**src/u8d_pkg.sv**
```systemverilog
// ----------------------------------------------------------------------------
// u8d_pkg
// Shared types and constants for the UTF-8 byte stream decoder.
// ----------------------------------------------------------------------------
package u8d_pkg;

  // Lead byte boundaries
  localparam logic [7:0] LEAD_2B_MIN   = 8'h80;
  localparam logic [7:0] LEAD_3B_MIN   = 8'hE0;
  localparam logic [7:0] LEAD_4B_MIN   = 8'hF0;
  localparam logic [7:0] LEAD_BAD_MIN  = 8'hF8;

  localparam int unsigned CP_W = 21;

  // Emitted for a lead byte of 0xF8 and above
  localparam logic [CP_W-1:0] CP_REPLACEMENT = 21'h00FFFD;

  // Continuation bytes still expected
  typedef enum logic [1:0] {
    LEFT_NONE  = 2'd0,
    LEFT_ONE   = 2'd1,
    LEFT_TWO   = 2'd2,
    LEFT_THREE = 2'd3
  } left_t;

  // Input beat: one raw byte
  typedef struct packed {
    logic [7:0] in_byte;
    logic       end_of_string;
  } byte_beat_t;

  // Output beat: one code point
  typedef struct packed {
    logic [CP_W-1:0] code_point;
    logic            last_code;
  } code_beat_t;

  // Sequence state carried from byte to byte
  typedef struct packed {
    left_t           bytes_left;
    logic [CP_W-1:0] partial_code;
  } seq_state_t;

endpackage

```
**src/u8d_step.sv**
```systemverilog
// ----------------------------------------------------------------------------
// u8d_step
// Per-byte decode: next sequence state and the code point, if any.
// ----------------------------------------------------------------------------
module u8d_step (
  input  logic                utf8_mode,
  input  u8d_pkg::seq_state_t cur,
  input  u8d_pkg::byte_beat_t beat,
  output u8d_pkg::seq_state_t nxt,
  output logic                emit,
  output u8d_pkg::code_beat_t res
);
  import u8d_pkg::*;

  logic [7:0]      c;
  logic            eos;
  left_t           left_dec;
  logic [CP_W-1:0] cont_bits;
  logic [CP_W-1:0] merged;

  assign c   = beat.in_byte;
  assign eos = beat.end_of_string;

  // Continuation payload placed by the count still open after this byte
  always_comb begin
    left_dec = left_t'(cur.bytes_left - 2'd1);
    unique case (left_dec)
      LEFT_NONE: cont_bits = {15'd0, c[5:0]};
      LEFT_ONE:  cont_bits = {9'd0, c[5:0], 6'd0};
      LEFT_TWO:  cont_bits = {3'd0, c[5:0], 12'd0};
      default:   cont_bits = '0;
    endcase
    merged = cur.partial_code | cont_bits;
  end

  always_comb begin
    nxt            = cur;
    emit           = 1'b0;
    res.code_point = {13'd0, c};
    res.last_code  = eos;

    if (!utf8_mode) begin
      // pass-through drops any open sequence
      nxt  = '{bytes_left: LEFT_NONE, partial_code: '0};
      emit = 1'b1;
    end else if (cur.bytes_left == LEFT_NONE) begin
      // lead byte
      if (c < LEAD_2B_MIN) begin
        emit = 1'b1;
      end else if (c >= LEAD_BAD_MIN) begin
        emit           = 1'b1;
        res.code_point = CP_REPLACEMENT;
      end else begin
        if (c < LEAD_3B_MIN) begin
          nxt.bytes_left   = LEFT_ONE;
          nxt.partial_code = {10'd0, c[4:0], 6'd0};
        end else if (c < LEAD_4B_MIN) begin
          nxt.bytes_left   = LEFT_TWO;
          nxt.partial_code = {5'd0, c[3:0], 12'd0};
        end else begin
          nxt.bytes_left   = LEFT_THREE;
          nxt.partial_code = {c[2:0], 18'd0};
        end
        // cut short: flush the partial value
        if (eos) begin
          emit           = 1'b1;
          res.code_point = nxt.partial_code;
          nxt            = '{bytes_left: LEFT_NONE, partial_code: '0};
        end
      end
    end else begin
      // continuation byte, high bits not checked
      if (left_dec == LEFT_NONE || eos) begin
        emit           = 1'b1;
        res.code_point = merged;
        nxt            = '{bytes_left: LEFT_NONE, partial_code: '0};
      end else begin
        nxt.bytes_left   = left_dec;
        nxt.partial_code = merged;
      end
    end
  end

endmodule

```
**src/utf8_byte_stream_decoder.sv**
```systemverilog
// Decode sits between the input register and the result register driving code_beat.
// Throughput: one byte per cycle while byte_stall is low.
// Bytes that leave a sequence open produce no beat.
// Reset (rst, synchronous): both stages empty, no open sequence, utf8_mode = 1.
// ----------------------------------------------------------------------------
// utf8_byte_stream_decoder
// Byte stream to code point decoder with a UTF-8 / single-byte mode register.
// ----------------------------------------------------------------------------
module utf8_byte_stream_decoder (
  input  logic                clk,
  input  logic                rst,
  input  logic                mode_wr_en,
  input  logic                mode_wr_data,
  input  logic                byte_valid,
  output logic                byte_stall,
  input  u8d_pkg::byte_beat_t byte_beat,
  output logic                code_valid,
  input  logic                code_stall,
  output u8d_pkg::code_beat_t code_beat
);
  import u8d_pkg::*;

  logic       utf8_mode;
  logic       s1_valid;
  byte_beat_t s1_beat;
  seq_state_t seq;
  seq_state_t seq_next;
  logic       emit;
  code_beat_t res;
  logic       advance;
  logic       byte_take;

  // Decode of the registered byte
  u8d_step u_step (
    .utf8_mode (utf8_mode),
    .cur       (seq),
    .beat      (s1_beat),
    .nxt       (seq_next),
    .emit      (emit),
    .res       (res)
  );

  // Stage 1 moves on unless it has a result and the result register is held
  assign advance    = s1_valid && !(emit && code_valid && code_stall);
  assign byte_stall = s1_valid && !advance;
  assign byte_take  = byte_valid && !byte_stall;

  // Mode register
  always_ff @(posedge clk) begin
    if (rst) begin
      utf8_mode <= 1'b1;
    end else if (mode_wr_en) begin
      utf8_mode <= mode_wr_data;
    end
  end

  // Input register and sequence state
  always_ff @(posedge clk) begin
    if (rst) begin
      s1_valid <= 1'b0;
      seq      <= '{bytes_left: LEFT_NONE, partial_code: '0};
    end else begin
      s1_valid <= byte_take || (s1_valid && !advance);
      if (advance) begin
        seq <= seq_next;
      end
    end
  end

  always_ff @(posedge clk) begin
    if (byte_take) begin
      s1_beat <= byte_beat;
    end
  end

  // Result register
  always_ff @(posedge clk) begin
    if (rst) begin
      code_valid <= 1'b0;
    end else if (advance && emit) begin
      code_valid <= 1'b1;
    end else if (!code_stall) begin
      code_valid <= 1'b0;
    end
  end

  always_ff @(posedge clk) begin
    if (advance && emit) begin
      code_beat <= res;
    end
  end

endmodule

```
**config.mk**
```make
export PLATFORM = sky130hd
export DESIGN_NAME = utf8_byte_stream_decoder
export DESIGN_NICKNAME = d
export VERILOG_FILES = /design/src/u8d_pkg.sv /design/src/u8d_step.sv /design/src/utf8_byte_stream_decoder.sv
export SDC_FILE = /design/constraint.sdc
export NUM_CORES = 1
export LEC_CHECK = 0
export BUFFER_PORTS_ARGS = -buffer_cell sky130_fd_sc_hd__buf_2
export CAP_MARGIN = 0
export CORE_MARGIN = 1
export CORE_UTILIZATION = 57
export CTS_CLUSTER_DIAMETER = 150
export DETAILED_ROUTE_END_ITERATION = 8
export PLACE_DENSITY = 0.79
export SYNTH_ARGS = -nofsm -noshare
export SYNTH_HDL_FRONTEND = slang
export SYNTH_SLANG_ARGS = --single-unit
```
**constraint.sdc**
```tcl
create_clock -name clk -period 3 [get_ports clk]
set_clock_uncertainty 0.1 [all_clocks]
set_input_delay 0.15 -clock clk [delete_from_list [all_inputs] [get_ports clk]]
set_output_delay 0.15 -clock clk [all_outputs]
set_load 0.01 [all_outputs]
```
# [Word-level counts from Yosys, hierarchy flattened]
# Index checks and enable logic that the tools add are counted.
[totals] input_bits=15 memories=0 mem_bits_ro=0 word_cells=58 ram_bits=0 regBits=57 latch_bits=0 output_inout_bits=24
[op_classes] n_shift=0 n_mul=0 mux=23 add_sub_neg=1 n_eq_ne=5 n_div=0 bitwise=1 n_lt_le_gt_ge=4 reduce_logical=14
[op_table] operator="two-way mux 23 bit" count=7
[op_table] operator="two-way mux 21 bit" count=5
[op_table] operator="case mux 18 bit (3 select lines)" count=1
[op_table] operator="< comparator 8 bit, second input constant" count=3
[op_table] operator="two-way mux 22 bit" count=1
[op_table] operator="OR 21 x 18 -> 21 bit" count=1
[op_table] operator="greater-or-equal comparator 8 bit, second input constant" count=1
[op_table] operator="two-way mux 1 bit" count=8
[op_table] operator="two-way mux 8 bit" count=1
[op_table] operator="logical AND 1 bit" count=6
[op_table] operator="inequality test 3 bit, second input constant" count=2
[op_table] operator="zero test 2 bit" count=2
[op_table] operator="zero test 1 bit" count=3
[op_table] operator="AND reduction 3 bit" count=1
[op_table] operator="equality test 2 x 1 -> 1 bit, second input constant" count=1
[op_table] operator="equality test 2 bit, second input constant" count=1
[op_table] operator="logical OR 1 bit" count=2
[op_table] operator="inequality test 2 x 1 -> 1 bit, second input constant" count=1
[op_table] operator="subtractor 2 x 1 -> 2 bit, second input constant" count=1

# [Longest topological paths before layout]
# Gate-level depths: netlist of run 1.
[logic_depth] depth_word=15 mapped_depth=8 ltp_nobuf=7

# [By module]
# Synthesis of run 1 repeated with hierarchy kept, for this count alone.
[unflattened] cells_unflattened=330 area_unflattened_um2=3213.1
[modules_own_cells] module="utf8_byte_stream_decoder" cells_per_inst=145 area_each_um2=2099.5 n_inst=1 seq_area_each_um2=1451.4
[modules_own_cells] module="u8d_step" cells_per_inst=185 area_each_um2=1113.6 n_inst=1 seq_area_each_um2=0.0

# [Worst setup path before layout of run 1]
# Ideal clock, no wire load.
[synth_path] kind="reg-to-reg" start="register seq[21] in the netlist's numbering" end="register code_beat[0] in the netlist's numbering, enable pin" synth_period_minus_slack_ps=2748 required_ps=2492 slack_ps=252 path_buffers=0 stages_incl_launch_ff=7 setup_time_ps=408 arrival_ps=2239 path_cell_list="dfxtp_1 -> inv_1 -> ha_1 -> nand2b_1 -> o21a_1 -> nand2_1 -> a21oi_1"
[synth_via] elab_chain_cells=11 elab_cells_between_ends=12 cone_classes="add/sub: 1; mux: 3; reduce/logical: 8"
[synth_rtl] element="start: declaration" line="utf8_byte_stream_decoder.sv:26" text="seq_state_t seq;"
[synth_rtl] element="start signal: assignment" line="utf8_byte_stream_decoder.sv:61" text="seq <= '{bytes_left: LEFT_NONE, partial_code: '0};"
[synth_rtl] element="start signal: assignment" line="utf8_byte_stream_decoder.sv:65" text="seq <= seq_next;"
[synth_rtl] element="subtractor 2 x 1 -> 2 bit" line="u8d_step.sv:26" text="left_dec = left_t'(cur.bytes_left - 2'd1);"
[synth_rtl] element="zero test 2 bit" line="u8d_step.sv:73" text="if (left_dec == LEFT_NONE || eos) begin"
[synth_rtl] element="logical OR 1 bit" line="u8d_step.sv:73"
[synth_rtl] element="two-way mux 1 bit" line="u8d_step.sv:73"
[synth_rtl] element="two-way mux 1 bit *" line="u8d_step.sv:46" text="end else if (cur.bytes_left == LEFT_NONE) begin"
[synth_rtl] element="two-way mux 1 bit *" line="u8d_step.sv:42" text="if (!utf8_mode) begin"
[synth_rtl] element="logical AND 1 bit (2 in series)" line="utf8_byte_stream_decoder.sv:44" text="assign advance = s1_valid && !(emit && code_valid && code_stall);"
[synth_rtl] element="zero test 1 bit" line="utf8_byte_stream_decoder.sv:44"
[synth_rtl] element="logical AND 1 bit" line="utf8_byte_stream_decoder.sv:44"
[synth_rtl] element="logical AND 1 bit *" line="utf8_byte_stream_decoder.sv:88" text="if (advance && emit) begin"
[synth_rtl] element="end signal: assignment" line="utf8_byte_stream_decoder.sv:89" text="code_beat <= res;"
[synth_rtl] element="end: declaration" line="utf8_byte_stream_decoder.sv:19" text="output u8d_pkg::code_beat_t code_beat"
# Every way passes the cells marked *; elsewhere a longest branch is shown, timed or not.
# A chain may end at the register's enable or synchronous reset.

# [Worst setup path after layout of run 1]
[layout_path] start="register seq[21] in the netlist's numbering" end="output byte_stall"
[layout_via] elab_chain_cells=12 elab_cells_between_ends=13 cone_classes="add/sub: 1; mux: 3; reduce/logical: 9"
[layout_rtl] element="subtractor 2 x 1 -> 2 bit" line="u8d_step.sv:26"
[layout_rtl] element="zero test 2 bit" line="u8d_step.sv:73"
[layout_rtl] element="logical OR 1 bit" line="u8d_step.sv:73"
[layout_rtl] element="two-way mux 1 bit" line="u8d_step.sv:73"
[layout_rtl] element="two-way mux 1 bit *" line="u8d_step.sv:46"
[layout_rtl] element="two-way mux 1 bit *" line="u8d_step.sv:42"
[layout_rtl] element="logical AND 1 bit * (2 in series)" line="utf8_byte_stream_decoder.sv:44"
[layout_rtl] element="zero test 1 bit *" line="utf8_byte_stream_decoder.sv:44"
[layout_rtl] element="logical AND 1 bit *" line="utf8_byte_stream_decoder.sv:44"
[layout_rtl] element="zero test 1 bit *" line="utf8_byte_stream_decoder.sv:45" text="assign byte_stall = s1_valid && !advance;"
[layout_rtl] element="logical AND 1 bit *" line="utf8_byte_stream_decoder.sv:45"
[layout_rtl] element="end: declaration" line="utf8_byte_stream_decoder.sv:15" text="output logic byte_stall,"
# Marks and branches as above.

==> impl_metrics.csv, run 1 <==
group,metric,value,unit
critical_path,cp-startpoint,"seq[21]",
drt,vias_per_cell,6.17,
sta,finalMaxSlewViolations,0,
clock_network,numClockSinks,57,
place,port_buffers,38,
sta,rsz0062_at_grt,"no",
yosys,synth_top_area_share,0.335,
yosys,syn-instance-count,264,
clock_network,clk-insertion-delay-late,0.34,ns
hold_path,min_path_type,"in2reg",
yosys,synth-edff-count,31,
hold_path,worstHoldStart,"code_stall",
global_route,grt_max_degree,25,
yosys,post-synth-top-count-cell,"sky130_fd_sc_hd__edfxtp_1",
clock_network,cts_root_buf,"sky130_fd_sc_hd__clkbuf_8",
clock_network,cts-htree-levels,3,
yosys,synth.ff_latch_count,57,
sta,finalSetupTns,0,ns
sta,setup-violations-final,0,
critical_path,worstPathRequired,2.75,ns
sta,worstMarginPinSlew,0.794,ns
layout,net_total_in_the_final_layout,327,
power_and_ir_drop,totalPowerFinal,1.70,mW
floorplanning,dieWidth,71.8,µm
drt,drtIter0Drc,193,
critical_path,worst_setup_path_class,"reg2out",
place,place.gp.congestion,0.952,
yosys,synth.largest_area_cell,"sky130_fd_sc_hd__edfxtp_1",
layout,areaGrowthSynthToFinish,16.4,%
layout,drive_above_1_share,0.211,
critical_path,worst_r2r_endpoint,"code_beat[8]",
sta,report.final.hold_viol_count,0,
global_route,globalRouteOverflowTotal,0,
yosys,post_synth_main_area_contributors,"sky130_fd_sc_hd__edfxtp_1 34%, sky130_fd_sc_hd__dfxtp_1 19%, sky130_fd_sc_hd__a22o_1 4.4%, sky130_fd_sc_hd__a21oi_1 3.8%, sky130_fd_sc_hd__nor2_1 3.4%",
clock_network,cts_inserted_buffers,9,
power_and_ir_drop,vdd_drop_max,373,µV
sta,max-slew-margin-rel,0.470,
global_route,grt.total_usage,0.262,
drt,drt-total-wl,6140,µm
floorplanning,fp.dieArea,5150,µm²
floorplanning,start_util,0.592,
yosys,synth.top_cells.by_count,"31 x sky130_fd_sc_hd__edfxtp_1, 26 x sky130_fd_sc_hd__dfxtp_1, 25 x sky130_fd_sc_hd__nor2_1",
yosys,yosysSeqAreaShare,0.523,
flow_run,max_cap_violation_count,0,
drt,drc,0,
critical_path,cp.arrival,2.32,ns
yosys,postSynthAreaPerCell,10.5,µm²
clock_network,cts_tree,"built",
yosys,synth.cell_area,2780,µm²
floorplanning,chipHeight,71.8,µm
floorplanning,io-pin-count,39,
floorplanning,core.rowCount,25,
yosys,synth_cell_types,49,
global_route,grt_pass1_vias,2047,
status,status,"complete, no violations",
global_route,first_pass_grt_wire_length,9960,µm
critical_path,cp-end-kind,"primary output",
critical_path,setup.reg_to_reg.worst_slack,0.57,ns
sta,final_min_period_over_clock_period,0.857,
sta,hold-worst-slack,0.0428,ns
drt,routed_wire_length_per_instance,16.7,µm
yosys,ys_warn_count,0,
power_and_ir_drop,leakagePower,1.23,nW
critical_path,crit-reg2reg-launch,"seq[21]",
critical_path,worst_setup_path_start_kind,"register",
sta,max_freq,389,MHz
layout,num_antenna_cells,0,
drt,drt-pass1-iter-count,4,
global_route,number_of_antenna_violations_at_the_first_check_in_global_routing,0,
yosys,synth_top_flop_cell,"sky130_fd_sc_hd__edfxtp_1",
power_and_ir_drop,p_per_area,527,nW/µm²
layout,final_core_util,0.689,
critical_path,crit_end,"byte_stall",
place,final_hpwl_from_detailed_placement,3950,µm
floorplanning,fp.coreArea,4690,µm²
yosys,synth_fp_nets,283,
drt,antenna_violating_nets_left,0,
clock_network,post_cts_resize_count,0,
clock_network,clkTransAtPathRegs,0.06,ns
sta,finalCriticalPeriod,2.57,ns
critical_path,ff2ff_path_depth,7,
clock_network,max-clock-path-buffers,2,
yosys,synthArstFlopShare,0,
critical_path,path_max_fanout,20,
drt,via_count,2266,
## layout make-up
class | count | area (µm²)
Timing Repair Buffer | 53 | 333
Inverter | 9 | 33.8
Tap cell | 54 | 67.6
Fill cell | 378 | 1460
Clock inverter | 2 | 12.5
Clock buffer | 14 | 163
Sequential cell | 57 | 1450
Multi-Input combinational cell | 178 | 1170
## report_power, final
group          internal [mW]  leakage, nW  switching, mW  total, mW
clock                  0.344       0.0867          0.287      0.631
sequential             0.857        0.505         0.0378      0.895
combinational         0.0784        0.635         0.0998      0.178
total                   1.28         1.23          0.425       1.70
## worst max-delay path, cell delays in order, from the launching register on
cell,delay [ns]
sky130_fd_sc_hd__dfxtp_1,0.33
sky130_fd_sc_hd__inv_1,0.13
sky130_fd_sc_hd__ha_1,0.56
sky130_fd_sc_hd__nand2b_1,0.24
sky130_fd_sc_hd__o21a_1,0.22
sky130_fd_sc_hd__nand2_1,0.12
sky130_fd_sc_hd__nor2_1,0.20
sky130_fd_sc_hd__buf_2,0.18
## how the worst min path moves through the flow
| stage | end | slack (ns) | cells after the start |
|---|---|---|---|
| global route | code_valid | 0.04 | 3 |
| CTS | code_valid | 0.03 | 3 |
| global placement | s1_beat[0] | 0.23 | 1 |
| finish | code_valid | 0.04 | 3 |
| floorplan | s1_beat[0] | 0.15 | 0 |
| detailed placement | s1_beat[5] | 0.23 | 1 |
## layer usage
| metal | routed length [µm] | global-route usage | vias up |
|---|---|---|---|
| met5 | 0 | 0 | - |
| met1 | 2650 | 0.339 | 1067 |
| met4 | 72 | 0.153 | 0 |
| met3 | 527 | 0.0717 | 10 |
| met2 | 2890 | 0.396 | 114 |
| li1 | - | - | 1075 |
## per-stage QoR
step                worst slack (ns)  cells  area (µm²)
floorplan                      0.252    264        2780
global placement               0.647    339        2940
detailed placement             0.580    339        2940
CTS                            0.468    367        3230
global route                   0.202    367        3230
finish                         0.430    367        3230
## logic make-up (layout without fill, tap and decap cells)
| family | after synthesis | after routing | synth area share |
|---|---|---|---|
| adder cells (fa/ha/maj) | 4 | 4 | 0.0180 |
| AND/OR/NAND/NOR | 90 | 90 | 0.182 |
| AO/OA/AOI/OAI | 84 | 84 | 0.220 |
| buffers and inverters | 29 | 78 | 0.0568 |
| flip-flops | 57 | 57 | 0.523 |
## what timing repair did
item	in CTS	in global routing
setup buffers	0	0
hold buffers	12	0
endpoints found under the setup margin	0	0
endpoints found under the hold margin	11	0
## flip-flops by register name, indices dropped and copies added (netlist names)
name / flops
s1_beat: 9
code_valid: 1
utf8_mode: 1
seq: 23
code_beat: 22
s1_valid: 1
## cells in the final DEF (no fill, tap or decap), drive strengths merged, types with 8 or more instances in the layout
cell	n
a21oi	22
a221oi	8
a22o	14
a31oi	9
and3	8
buf	41
clkbuf	14
dfxtp	26
dlygate4sd3	12
edfxtp	31
inv	9
nand2	14
nor2	25
nor2b	12
o31ai	8
(Power assumes the default switching activity.)
==> inputs of run 2 (changes only) <==
--- a/config.mk
+++ b/config.mk
@@ -8,10 +8,10 @@
 export BUFFER_PORTS_ARGS = -buffer_cell sky130_fd_sc_hd__buf_2
 export CAP_MARGIN = 0
 export CORE_MARGIN = 1
-export CORE_UTILIZATION = 57
+export CORE_UTILIZATION = 52
 export CTS_CLUSTER_DIAMETER = 150
 export DETAILED_ROUTE_END_ITERATION = 8
-export PLACE_DENSITY = 0.79
+export PLACE_DENSITY = 0.73
 export SYNTH_ARGS = -nofsm -noshare
 export SYNTH_HDL_FRONTEND = slang
 export SYNTH_SLANG_ARGS = --single-unit
==> run 2 against run 1 <==
Effect of this change: non-clock buffer count rose by 3; count of clock-buffer cells in the layout fell by 4; sequential share of layout area fell by 0.53 points; routed wire length fell by 0.21%; maximum frequency rose by 3.5%; flip-flop and latch count did not move; clock power fell by 2%; worst setup slack improved by 0.087 ns; power fell by 0.76%; critical path depth rose by 1; first-iteration DRC count fell by 37%; die area rose by 9.3%; critical endpoint is now s1_beat[0]; largest power group unchanged.
==> impl_metrics.csv, run 2 (synthesis results as in run 1) <==
group,metric,value,unit
floorplanning,core.rowCount,26,
power_and_ir_drop,totalPowerFinal,1.69,mW
power_and_ir_drop,switching_share,0.260,
layout,largest_registers,"seq: 23 flops, code_beat: 22 flops, s1_beat: 9 flops",
power_and_ir_drop,net-switching-power,0.440,mW
critical_path,worstPathRequired,2.95,ns
layout,drive_above_1_share,0.225,
global_route,number_of_antenna_violations_at_the_first_check_in_global_routing,0,
power_and_ir_drop,internal_power_consumption,1.25,mW
layout,multi_input_area,1170,µm²
floorplanning,start_util,0.540,
sta,finalSetupTns,0,ns
flow_run,max_cap_violation_count,0,
clock_network,cts_hold_repair.buffers,12,
global_route,first_pass_grt_wire_length,9790,µm
layout,mostFrequentLayoutCell,"sky130_fd_sc_hd__buf_2",
clock_network,cts_root_buf,"sky130_fd_sc_hd__clkbuf_8",
power_and_ir_drop,p_per_area,517,nW/µm²
sta,report.final.hold_viol_count,0,
power_and_ir_drop,vdd_drop_max,439,µV
global_route,grt_pass1_vias,2147,
critical_path,crit_buf_inv,2,
clock_network,post_cts_resize_count,0,
drt,drtIter0Drc,121,
layout,areaGrowthSynthToFinish,17.8,%
floorplanning,fp.dieArea,5640,µm²
layout,registers.top_by_ff_count,"seq",
layout,num_antenna_cells,0,
power_and_ir_drop,power.combinational.fraction,0.112,
clock_network,clkTransAtPathRegs,0.07,ns
sta,finalMaxSlewViolations,0,
clock_network,postCtsSetupBuffers,0,
floorplanning,fp.coreArea,5140,µm²
floorplanning,io-pin-count,39,
place,place.gp.congestion,0.937,
layout,net_total_in_the_final_layout,330,
floorplanning,dieWidth,75.1,µm
power_and_ir_drop,leakagePower,1.24,nW
critical_path,critical_path.max_stage_delay,0.36,ns
sta,finalCriticalPeriod,2.48,ns
critical_path,cp-end-kind,"register",
clock_network,cts_tree,"built",
drt,routed_wire_length_per_instance,15.9,µm
sta,max_freq,403,MHz
clock_network,max-clock-path-buffers,2,
layout,largest_reg_flops,23,
critical_path,worst_setup_path_start_kind,"register",
critical_path,cell_chain_critical_path,"inv_1 -> ha_1 -> nand2b_1 -> o21a_1 -> nand2_1 -> nor2_1 -> nor2b_1 -> buf_4",
power_and_ir_drop,seq_power_share,0.524,
sta,max-slew-margin-rel,0.646,
sta,worstMarginPinSlew,0.532,ns
clock_network,cts-htree-levels,3,
drt,drc,0,
place,final_hpwl_from_detailed_placement,4020,µm
place,port_buffers,38,
layout,sequential_cell_area,1450,µm²
critical_path,timing.critical_path.max_delay_family,"simple AND/OR/NAND/NOR gates",
critical_path,path_max_fanout,9,
status,status,"complete, no violations",
clock_network,numClockSinks,57,
critical_path,critical-path-slowest-cell,"sky130_fd_sc_hd__dfxtp_1",
layout,layout.cells.most_common_list,"38 x sky130_fd_sc_hd__buf_2, 31 x sky130_fd_sc_hd__edfxtp_1, 26 x sky130_fd_sc_hd__dfxtp_1",
hold_path,min_path_type,"in2reg",
critical_path,worst_setup_path_class,"reg2reg",
drt,vias_per_cell,5.80,
layout,fillcell_total,446,
floorplanning,chipHeight,75.1,µm
power_and_ir_drop,pwr-share-clk,0.364,
clock_network,cts_inserted_buffers,9,
drt,drt-total-wl,6120,µm
clock_network,clk-insertion-delay-late,0.34,ns
drt,via_count,2237,
global_route,globalRouteOverflowTotal,0,
global_route,grt_max_degree,28,
global_route,grt.total_usage,0.243,
drt,antenna_violating_nets_left,0,
drt,drt-pass1-iter-count,5,
sta,final_min_period_over_clock_period,0.828,
sta,setup-violations-final,0,
sta,rsz0062_at_grt,"no",
critical_path,cp.arrival,2.43,ns
==> run 2: cell count changes in the layout (fill, tap and decap cells not counted), sizes merged <==
cell | previous run | this run
clkinv | 1 | 4
buf | 41 | 44
clkinvlp | 1 | 2
clkbuf | 14 | 10
==> run 2: final timing paths <==
| kind | startpoint | endpoint | slack (ns) | cells after the start |
|---|---|---|---|---|
| setup / recovery | seq[21] | s1_beat[0] | 0.52 | 8 |
| hold / removal | rst | seq[21] | 0.08 | 2 |
| setup reg to reg | seq[21] | s1_beat[0] | 0.52 | 8 |
| hold reg to reg | seq[11] | seq[11] | 0.37 | 1 |
==> run 2: worst reg2reg max path, stage by stage (launching register included) <==
cell                       delay, ns
sky130_fd_sc_hd__dfxtp_1        0.36
sky130_fd_sc_hd__inv_1          0.11
sky130_fd_sc_hd__ha_1           0.32
sky130_fd_sc_hd__nand2b_1       0.25
sky130_fd_sc_hd__o21a_1         0.26
sky130_fd_sc_hd__nand2_1        0.14
sky130_fd_sc_hd__nor2_1         0.09
sky130_fd_sc_hd__nor2b_1        0.34
sky130_fd_sc_hd__buf_4          0.22
==> run 2: layout make-up <==
class	instances	area share
inverter	9	0.0103
tap	70	0.0268
clock buffer	10	0.0421
sequential	57	0.444
timing repair buffer	56	0.109
clock inverter	6	0.0103
multi-input combinational	178	0.358
==> run 2: power by group through the flow <==
stage	clock network (mW)	logic, mW	registers, mW
2_1_floorplan	0	0.130	0.895
3_3_place_gp	0	0.174	0.901
3_5_place_dp	0	0.176	0.902
4_1_cts	0.625	0.188	0.885
5_1_grt	0.654	0.209	0.890
6_report	0.616	0.190	0.886
==> run 2: per-layer routing <==
metal | vias up | wire length, µm | track usage
met1 | 1042 | 2600 | 0.289
li1 | 1076 | - | -
met4 | 0 | 127 | 0.134
met2 | 106 | 2960 | 0.392
met3 | 13 | 440 | 0.0736
met5 | - | 0 | 0
==> run 2: stage by stage <==
stage | std cells | utilization | setup WS [ns] | hold slack, ns | cell area (µm²)
floorplan | 264 | - | 0.252 | 0.149 | 2780
CTS | 386 | 0.636 | 0.537 | 0.0524 | 3270
global placement | 358 | 0.580 | 0.658 | 0.227 | 2980
finish | 386 | 0.636 | 0.517 | 0.0816 | 3270
detailed placement | 358 | 0.580 | 0.558 | 0.229 | 2980
global route | 386 | 0.636 | 0.361 | 0.0948 | 3270
==> inputs of run 3 (changes only) <==
--- a/config.mk
+++ b/config.mk
@@ -5,13 +5,14 @@
 export SDC_FILE = /design/constraint.sdc
 export NUM_CORES = 1
 export LEC_CHECK = 0
+export ABC_AREA = 1
 export BUFFER_PORTS_ARGS = -buffer_cell sky130_fd_sc_hd__buf_2
 export CAP_MARGIN = 0
 export CORE_MARGIN = 1
 export CORE_UTILIZATION = 52
 export CTS_CLUSTER_DIAMETER = 150
 export DETAILED_ROUTE_END_ITERATION = 8
-export PLACE_DENSITY = 0.73
+export PLACE_DENSITY = 0.76
 export SYNTH_ARGS = -nofsm -noshare
 export SYNTH_HDL_FRONTEND = slang
 export SYNTH_SLANG_ARGS = --single-unit
==> constraint.sdc (replaced) <==
create_clock -name clk -period 2.15 [get_ports clk]
set_clock_uncertainty 0.1 [all_clocks]
set_input_delay 0.1075 -clock clk [delete_from_list [all_inputs] [get_ports clk]]
set_output_delay 0.1075 -clock clk [all_outputs]
set_load 0.01 [all_outputs]
==> run 3 against run 2 <==
Effect of this change: maximum frequency up 20%; first-iteration DRC count rose to 3.0 times the previous value; cell area up 18%; largest cell class unchanged.
==> impl_metrics.csv, run 3 <==
group,metric,value,unit
status,status,"complete, no violations",
place,port_buffers,38,
yosys,yosysSeqAreaShare,0.476,
sta,worstMarginPinSlew,0.585,ns
drt,drc,0,
yosys,synth.ff_latch_count,57,
layout,largest_reg_flops,23,
global_route,globalRouteOverflowTotal,0,
floorplanning,fp.dieArea,6170,µm²
layout,number_of_standard_cells_in_the_layout_taps_in_and_fillers_out,529,
yosys,postSynthAreaPerCell,8.06,µm²
yosys,synthArstFlopShare,0,
layout,net_total_in_the_final_layout,471,
sta,max_freq,483,MHz
yosys,synth.top_cells.by_count,"79 x sky130_fd_sc_hd__nand2_1, 39 x sky130_fd_sc_hd__inv_1, 33 x sky130_fd_sc_hd__nor2_1",
yosys,synth.largest_area_cell,"sky130_fd_sc_hd__edfxtp_1",
drt,vias_per_cell,5.77,
global_route,grt_pass1_vias,2702,
floorplanning,start_util,0.547,
sta,rsz0062_at_grt,"yes",
layout,multi_input_area,1390,µm²
critical_path,worst_setup_path_start_kind,"register",
yosys,syn-instance-count,378,
place,place.gp.congestion,0.971,
place,place_inst,493,
layout,drive_above_1_share,0.234,
layout,areaGrowthSynthToFinish,26.7,%
floorplanning,io-pin-count,39,
yosys,synth_cell_types,34,
sta,final_min_period_over_clock_period,0.964,
place,worst_case_setup_slack_after_placement,0.00625,ns
clock_network,clk-insertion-delay-late,0.35,ns
clock_network,cts-htree-levels,3,
sta,max-slew-margin-rel,0.610,
layout,final_core_util,0.692,
global_route,grt.total_usage,0.283,
sta,finalMaxSlewViolations,0,
yosys,post-synth-top-count-cell,"sky130_fd_sc_hd__nand2_1",
hold_path,min_path_type,"in2reg",
drt,drtIter0Drc,363,
sta,setup-violations-final,0,
yosys,synth_top_area_share,0.306,
drt,routed_wire_length_per_instance,16.2,µm
critical_path,worst_setup_path_class,"reg2reg",
power_and_ir_drop,p_per_area,767,nW/µm²
critical_path,cp-end-kind,"register",
power_and_ir_drop,vdd_drop_max,416,µV
flow_run,max_cap_violation_count,0,
global_route,first_pass_grt_wire_length,13000,µm
sta,finalSetupTns,0,ns
drt,drt-total-wl,8550,µm
yosys,post_synth_main_area_contributors,"sky130_fd_sc_hd__edfxtp_1 31%, sky130_fd_sc_hd__dfxtp_1 17%, sky130_fd_sc_hd__nand2_1 9.7%, sky130_fd_sc_hd__inv_1 4.8%, sky130_fd_sc_hd__a21oi_1 4.4%",
layout,mostFrequentLayoutCell,"sky130_fd_sc_hd__nand2_1",
clock_network,clkTransAtPathRegs,0.07,ns
yosys,ys_warn_count,0,
sta,setup_ws,0.0780,ns
critical_path,worstPathRequired,2.18,ns
critical_path,cp.arrival,2.10,ns
layout,registers.top_by_ff_count,"seq",
clock_network,max-clock-path-buffers,2,
yosys,synth_top_flop_cell,"sky130_fd_sc_hd__edfxtp_1",
drt,via_count,3050,
drt,drt-pass1-iter-count,6,
power_and_ir_drop,leakagePower,1.64,nW
yosys,synth_fp_nets,397,
drt,antenna_violating_nets_left,0,
sta,hold-worst-slack,0.0972,ns
critical_path,ff2ff_path_depth,8,
layout,fillcell_total,446,
floorplanning,chipHeight,78.5,µm
critical_path,path_max_fanout,15,
floorplanning,fp.coreArea,5570,µm²
clock_network,cts_tree,"built",
global_route,number_of_antenna_violations_at_the_first_check_in_global_routing,0,
sta,report.final.hold_viol_count,0,
yosys,synth.cell_area,3050,µm²
global_route,grt_max_degree,27,
clock_network,cts_inserted_buffers,9,
layout,largest_registers,"seq: 23 flops, code_beat: 22 flops, s1_beat: 9 flops",
place,final_hpwl_from_detailed_placement,5470,µm
layout,sequential_cell_area,1450,µm²
clock_network,cts_root_buf,"sky130_fd_sc_hd__clkbuf_8",
floorplanning,core.rowCount,27,
yosys,synth-edff-count,31,
hold_path,min_path_cells,2,
clock_network,numClockSinks,57,
sta,finalCriticalPeriod,2.07,ns
floorplanning,dieWidth,78.5,µm
layout,layout.cells.most_common_list,"77 x sky130_fd_sc_hd__nand2_1, 38 x sky130_fd_sc_hd__inv_1, 38 x sky130_fd_sc_hd__buf_2",
layout,num_antenna_cells,0,
-- run 3: logic make-up (layout without fill, tap and decap cells) --
logic type,after synthesis,in the layout,share of synthesized area
adder cells (fa/ha/maj),4,4,0.0164
buffers and inverters,60,137,0.0842
AO/OA/AOI/OAI,81,81,0.153
flip-flops,57,57,0.476
AND/OR/NAND/NOR,176,178,0.270
-- run 3: critical path, stage by stage, from the launching register on --
cell                       delay [ns]
sky130_fd_sc_hd__dfxtp_1         0.37
sky130_fd_sc_hd__inv_1           0.11
sky130_fd_sc_hd__ha_4            0.20
sky130_fd_sc_hd__buf_4           0.14
sky130_fd_sc_hd__clkinv_2        0.17
sky130_fd_sc_hd__nand2_1         0.07
sky130_fd_sc_hd__o21ai_0         0.31
sky130_fd_sc_hd__nor2_1          0.10
sky130_fd_sc_hd__a311oi_1        0.28
-- run 3: final cells by class --
| cell class | count | area share |
|---|---|---|
| Clock inverter | 6 | 0.0276 |
| Clock buffer | 10 | 0.0331 |
| Timing Repair inverter | 1 | 0.00195 |
| Sequential cell | 57 | 0.376 |
| Timing Repair Buffer | 77 | 0.134 |
| Tap cell | 72 | 0.0233 |
| Inverter | 43 | 0.0431 |
| Multi-Input combinational cell | 263 | 0.361 |
-- run 3: final timing paths --
path / startpoint / endpoint / slack, ns
setup / recovery: seq[22] / code_beat[8] / 0.08
hold / removal: rst / seq[8] / 0.1
setup reg to reg: seq[22] / code_beat[8] / 0.08
hold reg to reg: seq[16] / seq[16] / 0.37
-- run 3: repair_timing --
item,CTS,global route
endpoints found under the hold margin,12,0
pin swaps,0,1
gates resized for setup,0,10
setup endpoints to repair,7,72
hold buffers,13,0
buffers inserted,0,4
cloned,0,3
-- run 3: metrics by stage --
stage / cell area, µm² / total power [mW]
after floorplan: 3050 / 1.56
after global placement: 3400 / 1.71
after detailed placement: 3400 / 1.71
after CTS: 3760 / 2.92
after global routing: 3860 / 3.07
final: 3860 / 2.96
-- run 3: routing by layer --
layer / global-route usage / wire (µm) / up-vias
met4: 0.169 / 342 / 0
met5: 0 / 0 / -
met2: 0.438 / 3820 / 210
met1: 0.360 / 3460 / 1356
met3: 0.0605 / 927 / 39
li1: - / - / 1445
-- run 3: where the power goes --
part | switching [mW] | leakage [nW] | internal (mW)
combinational | 0.334 | 1.02 | 0.184
sequential | 0.0341 | 0.511 | 1.21
clock | 0.432 | 0.116 | 0.764
